==> config.mk <==
export PLATFORM = sky130hd
export DESIGN_NAME = bcm_led_driver
export DESIGN_NICKNAME = d
export VERILOG_FILES = /design/src/sv/bcm_pkg.sv /design/src/sv/bcm_transpose.sv /design/src/sv/bcm_led_driver.sv
export VERILOG_INCLUDE_DIRS = /design/src /design/src/sv
export SDC_FILE = /design/constraint.sdc
export NUM_CORES = 1
export LEC_CHECK = 0
export BUFFER_PORTS_ARGS = -buffer_cell sky130_fd_sc_hd__clkbuf_2
export CELL_PAD_IN_SITES_DETAIL_PLACEMENT = 1
export CELL_PAD_IN_SITES_GLOBAL_PLACEMENT = 1
export CORE_MARGIN = 2
export CORE_UTILIZATION = 40
export DETAILED_ROUTE_END_ITERATION = 12
export HOLD_SLACK_MARGIN = 0.06
export PLACE_DENSITY_LB_ADDON = 0.1
export SLEW_MARGIN = 0
export SYNTH_ARGS = -nofsm -noshare
export SYNTH_HDL_FRONTEND = slang
export SYNTH_HIERARCHICAL = 1
export SYNTH_SLANG_ARGS = --single-unit
==> constraint.sdc <==
create_clock -name aclk -period 14.9 [get_ports aclk]
set_clock_uncertainty 0.05 [all_clocks]
set_input_delay 1.49 -clock aclk [delete_from_list [all_inputs] [get_ports aclk]]
set_output_delay 1.49 -clock aclk [all_outputs]
set_load 0.02 [all_outputs]
==> src/sv/assert_macros.svh <==
// Assertion helpers used by the RTL.
`ifndef ASSERT_MACROS_SVH
`define ASSERT_MACROS_SVH

// Same-cycle implication, checked on the rising clock, off during reset.
`define ASSERT_SAME(label, clk, rst_n, ante, cons, msg) \
    label: assert property (@(posedge clk) disable iff (!rst_n) (ante) |-> (cons)) \
        else $error(msg);

// Next-cycle implication, checked on the rising clock, off during reset.
`define ASSERT_NEXT(label, clk, rst_n, ante, cons, msg) \
    label: assert property (@(posedge clk) disable iff (!rst_n) (ante) |=> (cons)) \
        else $error(msg);

`endif

==> src/sv/bcm_pkg.sv <==
`default_nettype none

package bcm_pkg;

    localparam int NUM_LEDS   = 8;
    localparam int NUM_PLANES = 8;
    localparam int LEVEL_W    = 8;
    localparam int SLICE_W    = 3;
    localparam int HOLD_W     = 16;

    // smallest usable slice unit; a zero register setting is read as this
    localparam logic [7:0] UNIT_MIN = 8'h01;

    // request modes
    localparam logic MODE_LOAD = 1'b0;
    localparam logic MODE_TICK = 1'b1;

    // register map (word index)
    localparam logic REG_TICKS_PER_UNIT = 1'b0;

    typedef logic [NUM_LEDS-1:0] pattern_t;
    typedef pattern_t [NUM_PLANES-1:0] planes_t;

    typedef struct packed {
        logic                    mode;
        logic [NUM_LEDS-1:0]     led_mask;
        logic [LEVEL_W-1:0]      level_0;
        logic [LEVEL_W-1:0]      level_1;
        logic [LEVEL_W-1:0]      level_2;
        logic [LEVEL_W-1:0]      level_3;
        logic [LEVEL_W-1:0]      level_4;
        logic [LEVEL_W-1:0]      level_5;
        logic [LEVEL_W-1:0]      level_6;
        logic [LEVEL_W-1:0]      level_7;
    } in_t;

    typedef struct packed {
        logic [NUM_LEDS-1:0]     port_value;
        logic [SLICE_W-1:0]      slice_now;
        logic                    load_taken;
    } out_t;

endpackage

`default_nettype wire

==> src/sv/bcm_transpose.sv <==
`default_nettype none

// Bit-plane transpose: plane k, bit n = mask[n] & level_n[k].
module bcm_transpose (
    input  wire bcm_pkg::in_t    req,
    output bcm_pkg::planes_t     planes
);

    logic [bcm_pkg::LEVEL_W-1:0] levels [bcm_pkg::NUM_LEDS];

    always_comb begin
        levels[0] = req.level_0;
        levels[1] = req.level_1;
        levels[2] = req.level_2;
        levels[3] = req.level_3;
        levels[4] = req.level_4;
        levels[5] = req.level_5;
        levels[6] = req.level_6;
        levels[7] = req.level_7;
    end

    always_comb begin
        for (int k = 0; k < bcm_pkg::NUM_PLANES; k++) begin
            for (int n = 0; n < bcm_pkg::NUM_LEDS; n++) begin
                planes[k][n] = req.led_mask[n] & levels[n][k];
            end
        end
    end

endmodule

`default_nettype wire

==> src/sv/bcm_led_driver.sv <==
// A request's result is registered into the output register when the request is accepted.
// Throughput: one request per cycle; input stalls only while a result waits and m_ready is low.
// Rate set by the single compare/increment of the slice timer and the combinational transpose.
// Reset (aresetn low, synchronous): both buffers zero, slice 0, counter 0, shown pattern dark,
// no swap pending, ticks_per_unit = 1, output register empty.
`default_nettype none
`include "assert_macros.svh"

module bcm_led_driver (
    input  wire                aclk,
    input  wire                aresetn,
    // request channel
    input  wire                s_valid,
    output logic               s_ready,
    input  wire bcm_pkg::in_t  s_data,
    // result channel
    output logic               m_valid,
    input  wire                m_ready,
    output bcm_pkg::out_t      m_data,
    // configuration
    input  wire                psel,
    input  wire                penable,
    input  wire                pwrite,
    input  wire  [2:0]         paddr,
    input  wire  [31:0]        pwdata,
    output logic [31:0]        prdata,
    output logic               pready
);

    // ---------------------------------------------------------------
    // Configuration register
    // ---------------------------------------------------------------
    logic [7:0] tpu_reg;
    logic       cfg_wr;

    assign pready = 1'b1;
    assign cfg_wr = psel & penable & pwrite & (paddr[2] == bcm_pkg::REG_TICKS_PER_UNIT);

    always_ff @(posedge aclk) begin
        if (!aresetn) begin
            tpu_reg <= bcm_pkg::UNIT_MIN;
        end else if (cfg_wr) begin
            tpu_reg <= pwdata[7:0];
        end
    end

    always_comb begin
        prdata = '0;
        if (paddr[2] == bcm_pkg::REG_TICKS_PER_UNIT) begin
            prdata = {24'd0, tpu_reg};
        end
    end

    // ---------------------------------------------------------------
    // Handshake: the output register frees when the sink takes it
    // ---------------------------------------------------------------
    logic          m_valid_reg;
    bcm_pkg::out_t m_data_reg;
    logic          s_accept;

    assign s_ready  = ~m_valid_reg | m_ready;
    assign s_accept = s_valid & s_ready;
    assign m_valid  = m_valid_reg;
    assign m_data   = m_data_reg;

    // ---------------------------------------------------------------
    // Display state
    // ---------------------------------------------------------------
    bcm_pkg::planes_t store_reg [2];   // [buffer][plane]
    logic                         front_reg;
    logic                         pending_reg;
    logic [bcm_pkg::SLICE_W-1:0]  slice_reg;
    logic [bcm_pkg::HOLD_W-1:0]   hold_reg;
    bcm_pkg::pattern_t            shown_reg;

    bcm_pkg::planes_t new_planes;

    bcm_transpose u_transpose (
        .req    (s_data),
        .planes (new_planes)
    );

    logic                         is_load;
    logic                         is_tick;
    logic                         load_ok;
    logic [7:0]                   unit;
    logic [bcm_pkg::HOLD_W-1:0]   duration;
    logic [bcm_pkg::HOLD_W:0]     count;
    logic                         slice_done;
    logic [bcm_pkg::SLICE_W-1:0]  slice_inc;
    logic                         do_swap;
    logic                         front_next;
    logic                         pending_next;
    logic [bcm_pkg::SLICE_W-1:0]  slice_next;
    logic [bcm_pkg::HOLD_W-1:0]   hold_next;
    bcm_pkg::pattern_t            shown_next;

    always_comb begin
        is_load = s_accept & (s_data.mode == bcm_pkg::MODE_LOAD);
        is_tick = s_accept & (s_data.mode == bcm_pkg::MODE_TICK);
        // refused while a loaded frame still waits for its swap
        load_ok = is_load & ~pending_reg;

        // zero setting behaves as a one-tick unit
        unit       = (tpu_reg == 8'd0) ? bcm_pkg::UNIT_MIN : tpu_reg;
        duration   = {8'd0, unit} << slice_reg;
        count      = {1'b0, hold_reg} + 17'd1;
        slice_done = count >= {1'b0, duration};
        slice_inc  = slice_reg + 3'd1;
        do_swap    = slice_done & (slice_inc == 3'd0) & pending_reg;

        front_next   = front_reg;
        pending_next = pending_reg;
        slice_next   = slice_reg;
        hold_next    = hold_reg;
        shown_next   = shown_reg;

        if (load_ok) begin
            pending_next = 1'b1;
        end else if (is_tick) begin
            if (slice_done) begin
                hold_next  = '0;
                slice_next = slice_inc;
                if (do_swap) begin
                    front_next   = ~front_reg;
                    pending_next = 1'b0;
                end
                // pattern latched on entry to the plane
                shown_next = store_reg[front_next][slice_inc];
            end else begin
                hold_next = count[bcm_pkg::HOLD_W-1:0];
            end
        end
    end

    always_ff @(posedge aclk) begin
        if (!aresetn) begin
            for (int b = 0; b < 2; b++) begin
                store_reg[b] <= '0;
            end
            front_reg   <= 1'b0;
            pending_reg <= 1'b0;
            slice_reg   <= '0;
            hold_reg    <= '0;
            shown_reg   <= '0;
        end else begin
            if (load_ok) begin
                store_reg[~front_reg] <= new_planes;
            end
            front_reg   <= front_next;
            pending_reg <= pending_next;
            slice_reg   <= slice_next;
            hold_reg    <= hold_next;
            shown_reg   <= shown_next;
        end
    end

    // ---------------------------------------------------------------
    // Result register
    // ---------------------------------------------------------------
    always_ff @(posedge aclk) begin
        if (!aresetn) begin
            m_valid_reg <= 1'b0;
        end else if (s_accept) begin
            m_valid_reg <= 1'b1;
        end else if (m_ready) begin
            m_valid_reg <= 1'b0;
        end
    end

    always_ff @(posedge aclk) begin
        if (s_accept) begin
            m_data_reg.port_value <= shown_next;
            m_data_reg.slice_now  <= slice_next;
            m_data_reg.load_taken <= load_ok;
        end
    end

    // ---------------------------------------------------------------
    // Checks
    // ---------------------------------------------------------------
    `ASSERT_NEXT(a_refuse_pending, aclk, aresetn,
                 is_load && pending_reg,
                 m_data_reg.load_taken == 1'b0 && pending_reg,
                 "load taken while swap pending")
    `ASSERT_NEXT(a_slice_only_tick, aclk, aresetn,
                 !is_tick,
                 $stable(slice_reg) && $stable(front_reg),
                 "slice moved without a tick")
    `ASSERT_SAME(a_swap_at_wrap, aclk, aresetn,
                 !$stable(front_reg),
                 slice_reg == 3'd0 && !pending_reg,
                 "buffer swap away from frame start")

endmodule

`default_nettype wire

* Word-level counts from Yosys, hierarchy flattened
Memories as Yosys holds them, arrays and structs flattened. Cells that the tools add are included.
Word-level totals: register bits after elaboration 50, bits in writable memories 128, input bits 115, output and inout bits 47, logic and storage cells 134, memories kept 1
Operators by class: add/sub/neg operators 2, $lt $le $gt $ge 2, shift operators 1, muxes and demuxes 28, bitwise gates (word level) 80, reductions and logical operators 10
Memory list:
- store_reg | words 2, width 64, read ports 1, clocked after memory_dff 0, wr ports 2, RTL line bcm_led_driver.sv:69 | bcm_pkg::planes_t store_reg [2];
Operators with widths (count):
- 1-bit bitwise AND | 73
- 64-bit 2-to-1 mux | 1
- 64-bit OR reduction | 1
- 8-bit 2-to-1 mux | 6
- 8-bit binary-select mux with 3-bit select | 1
- 16-bit by 1-bit adder with 17-bit output, second input constant | 1
- 17-bit by 16-bit >= comparator with 1-bit output | 1
- 1-bit 2-to-1 mux | 16
- 16-bit 2-to-1 mux | 1
- 8-bit by 3-bit << shifter with 16-bit output | 1
- 3-bit 2-to-1 mux | 3
- 8-bit zero test | 1
- 2-bit nonzero test | 4
- 1-bit inverter | 6
- 3-bit AND reduction | 2
- 3-bit by 4-bit less-than comparator with 1-bit output, second input constant | 1
- 3-bit by 1-bit adder with 3-bit output, second input constant | 1
- 3-bit zero test | 1
- 2-bit AND reduction | 1
- 1-bit bitwise OR | 1

* Logic depth before layout (Yosys ltp)
An unclocked memory read counts as a cell.
depth after elaboration 16, gate-level depth with buffers 21, depth with buffers taken out 17

* Cells and area by module
Netlist, hierarchy kept.
Modules (own cells, without submodules):
- bcm_led_driver | times used 1, cells an instance 748, area an instance 8934.8 um^2, seq. area each 4964.8 um^2
- bcm_transpose | times used 1, cells an instance 64, area an instance 400.4 um^2, seq. area each 0.0 um^2

* Least setup slack after synthesis
No wires, ideal clock.
kind input-to-reg, start point input port m_ready, end point memory store_reg[0][0] (netlist bit) (enable), setup time 0.574 ns, arrival time 6.668 ns, required time 14.276 ns, slack 7.608 ns, stages 5, path buffers 0, cell sequence nand2b_1 > nand2_1 > nor3_1 > nand2_1 > o21ai_0
RTL lines:
- start: declaration | RTL line bcm_led_driver.sv:18 | input wire m_ready,
- end: declaration | RTL line bcm_led_driver.sv:69

* Worst setup path in the final report
start point register hold_reg[0] (netlist bit), end point register m_data_reg (netlist bit m_data[6]) (data pin)
On the way: longest elaborated chain between the ends 14
Ends and longest elaborated chain:
- start: declaration | RTL line bcm_led_driver.sv:73 | logic [bcm_pkg::HOLD_W-1:0] hold_reg;
- start signal: assignment | RTL line bcm_led_driver.sv:153 | hold_reg <= hold_next;
- 16-bit by 1-bit adder with 17-bit output * | RTL line bcm_led_driver.sv:107 | count = {1'b0, hold_reg} + 17'd1;
- 17-bit by 16-bit >= comparator with 1-bit output * | RTL line bcm_led_driver.sv:108 | slice_done = count >= {1'b0, duration};
- 1-bit bitwise AND (2 in a row) | RTL line bcm_led_driver.sv:110 | do_swap = slice_done & (slice_inc == 3'd0) & pending_reg;
- 1-bit 2-to-1 mux | RTL line bcm_led_driver.sv:124 | if (do_swap) begin
- 1-bit 2-to-1 mux | RTL line bcm_led_driver.sv:121 | if (slice_done) begin
- 1-bit 2-to-1 mux | RTL line bcm_led_driver.sv:120 | end else if (is_tick) begin
- 1-bit 2-to-1 mux | RTL line bcm_led_driver.sv:118 | if (load_ok) begin
- memory read 2 x 64 bit
- 8-bit binary-select mux with 3-bit select | RTL line bcm_led_driver.sv:129 | shown_next = store_reg[front_next][slice_inc];
- 8-bit 2-to-1 mux (implied by the code) | RTL line bcm_led_driver.sv:129
- 8-bit 2-to-1 mux * | RTL line bcm_led_driver.sv:121
- 8-bit 2-to-1 mux * | RTL line bcm_led_driver.sv:120
- 8-bit 2-to-1 mux * | RTL line bcm_led_driver.sv:118
- net shown_next[2] | RTL line bcm_led_driver.sv:96 | bcm_pkg::pattern_t shown_next;
- end: declaration | RTL line bcm_led_driver.sv:58 | bcm_pkg::out_t m_data_reg;
Mark *: on every way through the listed nets, which the timed path passes. The rest lies on a longest branch. The select of a mux whose other input is x is not followed. A chain may end at the register's enable or synchronous reset.

==> key figures <==
Run status
  • Status: finished, final reports clean

Routing
  • DRT Wirelength: 22330 um
  • Drt initial violations: 280
  • Routed len/inst: 18.25 um
  • Via density: 5.065
  • # DRC: 0
  • First-pass DRT Iterations: 4
  • Post-route ant nets: 0
  • Total vias in the final route: 6199

Final layout
  • Fraction of layout cells with a size suffix above 1: 0.2086
  • Max reg flops: ~130
  • Non-filler cells, final: around 1200
  • Filler Cell Count: 2470
  • Antenna cell count: 0
  • Final #Nets: 1031
  • P&R area growth vs syn: 14.27%

Worst setup path
  • Reg-to-reg slack, setup: 9.36 ns
  • Most used cell, CP: nand3_1
  • Critical path's slowest cell: mux4_2
  • Critical Path, Cell by Cell: ha_1 > nand3_1 > nor2_1 > nand4_1 > nor2b_1 > nand3_1 > xnor2_1 > ha_1 > nand3_1 > nor3_1 > nor3_1 > nand4_1 > mux2_2 > and2_4 > mux4_2 > a211oi_1 > a21oi_1
  • Worst flop-to-flop path endpoint: m_data[6]
  • CP max stage delay: between 0.5 and 0.6 ns
  • Crit. End Element: flop
  • Reg-to-Reg Start: hold_reg[0]
  • Crit Path Max Fanout: 24
  • CP arrival: 5.65 ns
  • CP required: 15.01 ns
  • Crit path kind: reg2reg
  • CP Launch Type: flop
  • R2r worst-path depth: 17

Synthesis
  • Sequential-to-total area share from yosys stat: 0.5318
  • Syn Area/Cell: 11.50 um2
  • Synth top area share: 0.4503
  • Number of synthesized flops with an enable pin: 140
  • Top FF cell, synth: edfxtp_1
  • Main combinational cell family by area after synthesis: simple AND/OR/NAND/NOR gates
  • Compound-cell area share of the yosys netlist: 0.06474
  • Proportion of synthesized area in mux cells: 0.09181
  • Library cells used by synthesis: 49
  • Area leader, netlist: edfxtp_1
  • Register bit total from synthesis: 178
  • Xor and xnor area share after synthesis: 0.02533
  • Post-Synthesis Cells: 812
  • Mapped cell area: 9335 um2
  • Synth cell count leaders: and2_1, edfxtp_1, nand2_1
  • Most frequent cell after synthesis: and2_1
  • Synth area leaders: edfxtp_1, and2_1, dfxtp_1
  • YS warnings: 6
  • Adder-cell share of the synthesized area: 0.02413
  • Asr flop ratio synth: 0
  • Post-Synth Simple-Gate Area: 0.2167

GRT
  • Global-route wire length before repair: 35090 um
  • Total track usage: 0.1876
  • Initial antenna violation count: 0
  • Vias in the first global route: 6476
  • Largest net degree at the start of global routing: 70
  • Total gr overflow: 0

Placed design
  • Port Buf Inserts: 110
  • Post-placement cell count: 1191
  • Routability congestion estimate: 0.7783
  • HPWL Detailed: 15520 um

Hold path
  • Hold_sp: tpu_reg[0]
  • Hold path endpoint: tpu_reg[0]
  • WHS Path Cells: 2
  • Worst min path class: reg2reg

STA
  • Post-layout min period: about 5.5 ns
  • Final Max Tran Viols: 0
  • Setup TNS: 0 ns
  • Fin crit share: 0.3721
  • Final number of setup-violating endpoints: 0
  • Slew @ Worst Pin: between 1 and 1.5 ns
  • Fmax: 0.1804 GHz
  • Final hold vios: 0
  • Slew Limit Headroom: 0.3044
  • RSZ-0062 raised after global routing: no

Floorplanning
  • Row count: 55
  • Core region area: between 20000 and 25000 um2
  • Die Area: 24580 um2
  • Chip width: 156.8 um
  • Die Y: approximately 160 um
  • Initial core utilization: 0.4098
  • IO Count: 162

CTS
  • CTS hold repair buffers: 0
  • CTS root buf: clkbuf_16
  • Post-cts resize count: 0
  • CTS clock-pin slew for the worst setup and hold paths: 0.07 ns
  • CTS H-tree depth: 4
  • CTS tree: done
  • Clock buffer depth: 2
  • Worst-Skew Late Latency: around 0.43 ns
  • Sink Count: 178
  • Num CTS Buffers: 17
  • Setup bufs post-CTS: 0

Pwr
  • Pwr/cell area: 111.8 nW/um2
  • Total power draw: between 1 and 1.5 mW
  • Leakage dissipation: 4.101 nW
  • VDD IR max: 0.07217 mV

Run
  • Max-cap violations: 0
[critical path, delay by kind of cell (launching register included)]
| kind | cells | cell delay [ns] |
|---|---|---|
| AOI/OAI and AO/OA | 2 | 0.68 |
| xor gates and xnor gates | 1 | 0.22 |
| adders and majority gates | 2 | 0.53 |
| DFF | 1 | 0.43 |
| muxes | 2 | 1.05 |
| and+or+nand+nor | 10 | 2.30 |
[layout make-up]
class                      instances  area (um2)  area share
tap                              313       391.6     0.03671
inverter                           5       18.77    0.001759
timing repair buffer             117       623.1     0.05841
clock buffer                      17       425.4     0.03988
sequential                       178        4966      0.4655
clock inverter                    15       172.7     0.01619
multi-input combinational        579        4070      0.3815
[cell usage in the layout (no fill, tap or decap), types with 3 or more instances in the layout]
master,instances
a211oi_2,3
xor2_1,11
dfxtp_1,37
and3_1,3
a21boi_0,8
a211oi_1,18
clkbuf_2,110
a221oi_1,8
xnor2_1,16
nor2_2,3
edfxtp_1,140
nor2b_1,24
nand3_1,12
or3_1,3
conb_1,25
o21ai_0,16
clkbuf_16,17
inv_1,5
mux4_2,24
ha_1,18
nand2b_1,3
mux2i_1,26
a21oi_1,29
mux2_2,5
buf_4,6
nand2_1,55
nor3_1,9
nand4_1,7
inv_6,4
and2_1,196
nor2_1,36
[through the flow]
step                hold slack, ns  setup slack, ns  area [um2]  utilization
CTS                         0.4666            9.285       10640       0.4671
finish                      0.4653            9.356       10670       0.4683
floorplan                   0.4057            7.608        9422            -
detailed placement          0.4572            9.284       10040       0.4409
global route                0.4806            8.791       10670       0.4683
global placement            0.4220            9.407       10040       0.4409
[routing by layer]
layer	GRT usage	share of wire
met1	0.2360	0.44
met2	0.3360	0.52
met3	0.02852	0.029
met4	0.04937	0.011
met5	0	0
[report_power, final]
group	total, mW	internal [mW]	leakage, nW	switching [mW]
Sequential	0.574	0.563	1.75	0.0104
Combinational	0.164	0.0652	2.06	0.0983
Clock	0.455	0.252	0.293	0.203
Total	1.19	0.881	4.10	0.312
[cell families after synthesis]
kind of cell    Yosys count
compound gates           92
xor+xnor                 27
simple gates            362
other cells               2
buf+inv                  78
fa+ha+maj                18
mux                      55
flops                   178
[worst max-delay path by stage]
stage | startpoint | endpoint | slack [ns]
5_1_grt | hold_reg[0] | m_data[6] | 8.79
3_5_place_dp | hold_reg[0] | m_data[6] | 9.28
3_3_place_gp | slice_reg[0] | m_data[6] | 9.41
6_report | hold_reg[0] | m_data[6] | 9.36
2_1_floorplan | m_ready | store_reg[0][0] | 7.61
4_1_cts | hold_reg[0] | m_data[6] | 9.28
Note: power is estimated with default switching activity, not from simulation.
